### src/rtl/lqrb_pkg.sv
// ----------------------------------------------------------------------------
// lqrb_pkg
// Shared types and constants for the balance controller with trapezoidal ramp.
// ----------------------------------------------------------------------------
package lqrb_pkg;

    localparam int unsigned DATA_W    = 32;
    localparam int unsigned PROD_W    = 64;
    localparam int unsigned VOLT_W    = 22;
    localparam int unsigned LIMIT_W   = 21;
    localparam int unsigned SPEED_W   = 31;
    localparam int unsigned DRIFT_W   = 48;
    localparam int unsigned CFG_IDX_W = 3;

    typedef logic signed [DATA_W-1:0] q16_t;
    typedef logic signed [PROD_W-1:0] prod_t;

    // Configuration register indexes.
    localparam logic [CFG_IDX_W-1:0] CFG_GAIN_POSITION = 3'd0;
    localparam logic [CFG_IDX_W-1:0] CFG_GAIN_VELOCITY = 3'd1;
    localparam logic [CFG_IDX_W-1:0] CFG_GAIN_PITCH    = 3'd2;
    localparam logic [CFG_IDX_W-1:0] CFG_GAIN_RATE     = 3'd3;
    localparam logic [CFG_IDX_W-1:0] CFG_PITCH_OFFSET  = 3'd4;
    localparam logic [CFG_IDX_W-1:0] CFG_DEFAULT_SPEED = 3'd5;
    localparam logic [CFG_IDX_W-1:0] CFG_VOLTAGE_LIMIT = 3'd6;

    // Slots of the gain and error arrays.
    localparam logic [1:0] TERM_POSITION = 2'd0;
    localparam logic [1:0] TERM_VELOCITY = 2'd1;
    localparam logic [1:0] TERM_PITCH    = 2'd2;
    localparam logic [1:0] TERM_RATE     = 2'd3;

    localparam q16_t GAIN_POSITION_RST = 32'sd3412460;
    localparam q16_t GAIN_VELOCITY_RST = 32'sd157286;
    localparam q16_t GAIN_PITCH_RST    = 32'sd98304;
    localparam q16_t GAIN_RATE_RST     = 32'sd22479;
    localparam q16_t PITCH_OFFSET_RST  = -32'sd17695;
    localparam logic [SPEED_W-1:0] DEFAULT_SPEED_RST = 31'd9830;
    localparam logic [LIMIT_W-1:0] VOLTAGE_LIMIT_RST = 21'd393216;

    localparam q16_t Q16_MAX = 32'sd2147483647;
    localparam q16_t Q16_MIN = -32'sd2147483648;

    // Profile constants in Q16.16 LSBs; DT_Q32 is the 5 ms tick in Q0.32.
    localparam logic [31:0]        SNAP_MAX  = 32'd327;
    localparam logic [32:0]        SPEED_MIN = 33'd328;
    localparam logic signed [32:0] SLEW_STEP = 33'sd131;
    localparam q16_t               VEL_CLAMP = 32'sd52429;
    localparam q16_t               DT_Q32    = 32'sd21474836;

    // Rounding offsets.
    localparam prod_t              SETPOINT_ROUND = 64'sd2147483648;
    localparam logic signed [49:0] DRIFT_ROUND    = 50'sd4000;
    localparam logic signed [48:0] OFFSET_ROUND   = 49'sd32768;
    localparam prod_t              VOLT_ROUND     = 64'sd8192;

    // Drift divide by 8000: a shift by 6, then base-256 long division by 125.
    // Each quotient digit is floor(x * 67109 / 2^23), exact for x below 32000.
    localparam int unsigned DIGIT_W    = 8;
    localparam int unsigned DIV_DIGITS = 6;
    localparam int unsigned DIV_W      = DIGIT_W * DIV_DIGITS;
    localparam int unsigned REM_W      = 7;
    localparam int unsigned DIV_SHIFT  = 23;
    localparam q16_t        DIV_RECIP  = 32'sd67109;

    localparam logic [2:0] DIV_LAST = 3'(DIV_DIGITS - 1);
    localparam logic [2:0] MAC_LAST = 3'd4;

endpackage

### src/rtl/lqrb_mul.sv
// ----------------------------------------------------------------------------
// lqrb_mul
// Shared signed 32 x 32 multiplier with a registered 64-bit product.
// ----------------------------------------------------------------------------
module lqrb_mul (
    input  logic                 clk,
    input  lqrb_pkg::q16_t       a,
    input  lqrb_pkg::q16_t       b,
    output lqrb_pkg::prod_t      p
);

    lqrb_pkg::prod_t p_reg;

    always_ff @(posedge clk)
    begin
        p_reg <= lqrb_pkg::prod_t'(a) * lqrb_pkg::prod_t'(b);
    end

    assign p = p_reg;

endmodule

### config.mk
export PLATFORM = sky130hd
export DESIGN_NAME = lqrb_mul
export DESIGN_NICKNAME = d
export VERILOG_FILES = /design/src/rtl/lqrb_pkg.sv /design/src/rtl/lqrb_mul.sv
export SDC_FILE = /design/constraint.sdc
export NUM_CORES = 2
export LEC_CHECK = 0
export BUFFER_PORTS_ARGS = -buffer_cell sky130_fd_sc_hd__buf_4
export CORE_AREA = 2 2 276 347
export CTS_CLUSTER_SIZE = 14
export DETAILED_ROUTE_END_ITERATION = 7
export DIE_AREA = 0 0 278 349
export PLACE_DENSITY = 0.57
export SYNTH_ARGS = -nofsm -noshare
export SYNTH_HDL_FRONTEND = slang
export SYNTH_SLANG_ARGS = --single-unit
### constraint.sdc
create_clock -name clk -period 6.8 [get_ports clk]
set_clock_uncertainty 0.05 [all_clocks]
set_input_delay 0 -clock clk [delete_from_list [all_inputs] [get_ports clk]]
set_output_delay 0 -clock clk [all_outputs]
set_load 0.01 [all_outputs]
# Word level (Yosys, flattened, before mapping)
# Index checks and enable logic that the tools add are counted.
dict set report op_classes {
  multipliers 1
}
# cell n
set ops {}
lappend ops {{$mul 32x32->64} 1}
dict set report word_totals {
  in_bits 65
  wordCells 2
  ff_bits 64
}

# Depth between registers and ports, before layout
dict set report logic_depth {
  depth_word 1
  depth_mapped 28
}

# Worst setup path after synthesis
# Ideal clock, no wire load.
dict set report synth_path {
  kind {input -> register}
  startpoint {in b[2]}
  endpoint {reg p_reg[62] (netlist: p[62])}
  path_stages 24
  setup_slack_ps -511
  path_buffers 1
  setup_ps 72
  arrival_ps 7189
  cell_sequence {clkbuf_1 nand2_1 inv_1 fa_1 fa_1 fa_1 fa_1 inv_1 fa_1 inv_1 fa_1 inv_1 fa_1 inv_1 fa_1 ha_1 and3_1 nand2_1 or3_1 o22a_1 o211ai_1 a31oi_1 o31ai_1 xor2_1}
}
dict set report synth_via {
  elab_chain_len 1
}
# element line
set synth_lines {}
lappend synth_lines {{start, declared} lqrb_mul.sv:8} ;# input lqrb_pkg::q16_t b,
lappend synth_lines {{$mul 32x32->64} lqrb_mul.sv:16} ;# p_reg <= lqrb_pkg::prod_t'(a) * lqrb_pkg::prod_t'(b);
lappend synth_lines {{end signal, assigned} lqrb_mul.sv:16}
lappend synth_lines {{end, declared} lqrb_mul.sv:12} ;# lqrb_pkg::prod_t p_reg;
# No other way between the ends.

# Worst setup path after layout
dict set report layout_path {
  startpoint {in b[6]}
  endpoint {reg p_reg[61] (netlist: p[61])}
}
# Same word-level chain as after synthesis.

==> flow_summary.ini <==
[floorplan]
start_util_pct = 39.7
die_w_um = 278
core_area_um2 = 93800
ios = 129
die_area_um2 = 97000
std_cell_rows = 126
die_height_um = 349

[logic_synthesis]
synth_seq_area_share_pct = 3.44
synth_area_leaders = fa_1 58%, inv_1 9.6%, and2_1 8.7%
syn_nets = 5215
synth_largest_area_cell = fa_1
synth_area_um2 = 37200
syn_inst = 3884
yosys_warnings = 0
synth_seq_cells = 64
synthFlopType = dfxtp_1
yosysUniqueCellTypes = 63
synth_top_area_share_pct = 58.2
synth.avg_cell_area_um2 = 9.59
synth_edf_count = 0
ys_async_sr_fraction_pct = 0

[layout]
final_cells = 5550
drive_gt1_share_pct = 19.0
nNetsFinal = 5658
syn2layout_area_growth_pct = 20.9
largest_reg_flops = 64

[critical_path]
critPathArrivalTime_ns = 7.01
critPathLaunch = b[6]
crit_type = input pin to flip-flop
crit_end = p[61]
cp.required_ns = 7.09
worstSetupEndpointType = flip-flop
start_kind = input pin
critPathMaxFanout = 19

[routing]
viasPerCell = 4.82
ant_nets = 0
num_vias = 26776
drc = 0
first_pass_iters = 5
drt_iter0_drc = 1094
wl_per_cell_um = 19.3
wl_mm = 107

[timing]
hold_violations = 0
finalCritPeriodShare_pct = 98.7
setup_viol = 0
rsz0062_at_grt = yes
final.min_clock_period_ns = 6.71
fmax_mhz = 149
tightest_slew_ns = 0.619
max_slew_margin_pct = 58.7
slew_violations = 0
setup_ws_ns = 0.0860

[clock_network]
clockBufferDepth = 2
cts_tree = done
cts_inserted_buffers = 9
root_buffer = clkbuf_16
clock-sinks = 64
htreeDepth = 3
path_clk_slew_ns = 0.09

[placed_design]
placed_cells = 5493
place_congestion = 0.932
dp_hpwl_mm = 93.3
pre_cts_ws_ns = -1.02
port_buffers = 128

[global_routing]
grt_usage_pct = 22.9
overflow = 0
grt_pass1_wl_mm = 167
antenna_found_initial = 2
grt_max_degree = 33
grt_pass1_vias = 29807

[flow_run]
max-cap-violations = 0

[worst_hold_path]
min_path_type = input pin to flip-flop

[status]
status = complete, no violations
==> stage by stage <==
stage	setup TNS [ns]	area [µm²]	utilization, %	hold slack, ns
finish	0	45000	48.0	0.0974
global route	-0.444	45000	48.0	0.134
floorplan	-0.551	37400	-	0.0773
CTS	0	43600	46.5	0.0888
global placement	-16.01	42900	45.7	0.333
detailed placement	-16.99	42900	45.7	0.337
==> per-layer routing <==
metal  vias to the layer above  track usage [%]  part of all wire (%)
li1                      11939                -                     -
met1                     14119             25.0                    36
met2                       531             43.6                    56
met3                       187             2.57                   2.9
met4                         0             11.3                   5.8
met5                         -                0                     0
==> cells in the final DEF (no fill, tap or decap), types with 12 or more instances in the layout <==
master     instances
a21o_1            23
a21oi_1           47
nand3_1           12
inv_2             12
xor2_1            20
o21ai_0           17
buf_4            506
ha_4              17
buf_6             52
dfxtp_1           64
buf_8             17
clkbuf_16         17
a21oi_2           18
fa_2              37
nand2_1          500
fa_1            1045
xnor2_1           52
nor2_1            38
inv_1            937
ha_1             165
and2_1           505
buf_12            43
o21bai_1          13
==> kinds of logic (layout without fill, tap and decap cells) <==
family | Yosys count | in the layout | synth area share [%]
fa+ha+maj | 1266 | 1266 | 64.3
buf+inv | 1152 | 1600 | 11.6
simple gates | 1134 | 1134 | 15.4
compound gates | 193 | 193 | 3.46
xor+xnor | 75 | 75 | 1.76
flops | 64 | 64 | 3.44
other cells | 0 | 2 | 0
==> what timing repair did <==
item,CTS,global route
setup endpoints to repair,19,21
pin swaps,27,134
gates resized for setup,71,253
hold buffers,1,0
hold endpoints to repair,2,0
buffers inserted,8,26
gates cloned,0,8
==> worst min path at each step <==
stage	startpoint	to	slack, ns	cells after the start
after floorplan	b[0]	p[0]	0.08	1
after global placement	a[0]	p[0]	0.33	2
after detailed placement	a[0]	p[0]	0.34	2
after CTS	a[1]	p[1]	0.09	4
after global routing	a[0]	p[2]	0.13	4
final	a[0]	p[2]	0.1	4
==> area by class of cell <==
type	count	area, µm²
Inverter	952	3580
Clock inverter	6	92.6
Sequential cell	64	1280
Clock buffer	10	229
Antenna cell	2	5.00
Fill cell	8877	48800
Tap cell	1216	1520
Timing Repair Buffer	632	5850
Multi-Input combinational cell	2668	32500
==> critical path, stage by stage <==
cell	delay [ns]
buf_6	0.16
and2_1	0.19
fa_1	0.50
fa_1	0.52
fa_1	0.49
inv_1	0.05
fa_1	0.47
inv_1	0.05
fa_1	0.47
fa_2	0.63
fa_2	0.46
fa_1	0.47
ha_1	0.33
and4_1	0.23
buf_6	0.12
a221oi_4	0.24
o21ai_4	0.15
and4_4	0.21
a211oi_4	0.22
buf_6	0.17
o21ai_4	0.07
a221o_1	0.43
a31oi_2	0.24
xnor2_1	0.09
==> synth_stat cells (all sizes together), types with 8 or more instances <==
| cell type | number |
|---|---|
| nand2b | 9 |
| inv | 952 |
| nand3 | 15 |
| xnor2 | 53 |
| fa | 1082 |
| a211oi | 8 |
| a21o | 25 |
| clkbuf | 195 |
| nand2 | 511 |
| nor2 | 42 |
| ha | 184 |
| xor2 | 22 |
| a21oi | 68 |
| o21bai | 15 |
| and3 | 9 |
| a31oi | 13 |
| and2 | 516 |
| dfxtp | 64 |
| o21ai | 31 |
Power is left out: the tool's default activity adds up to more than one toggle a clock period on the data nets, which glitch-free logic cannot reach.
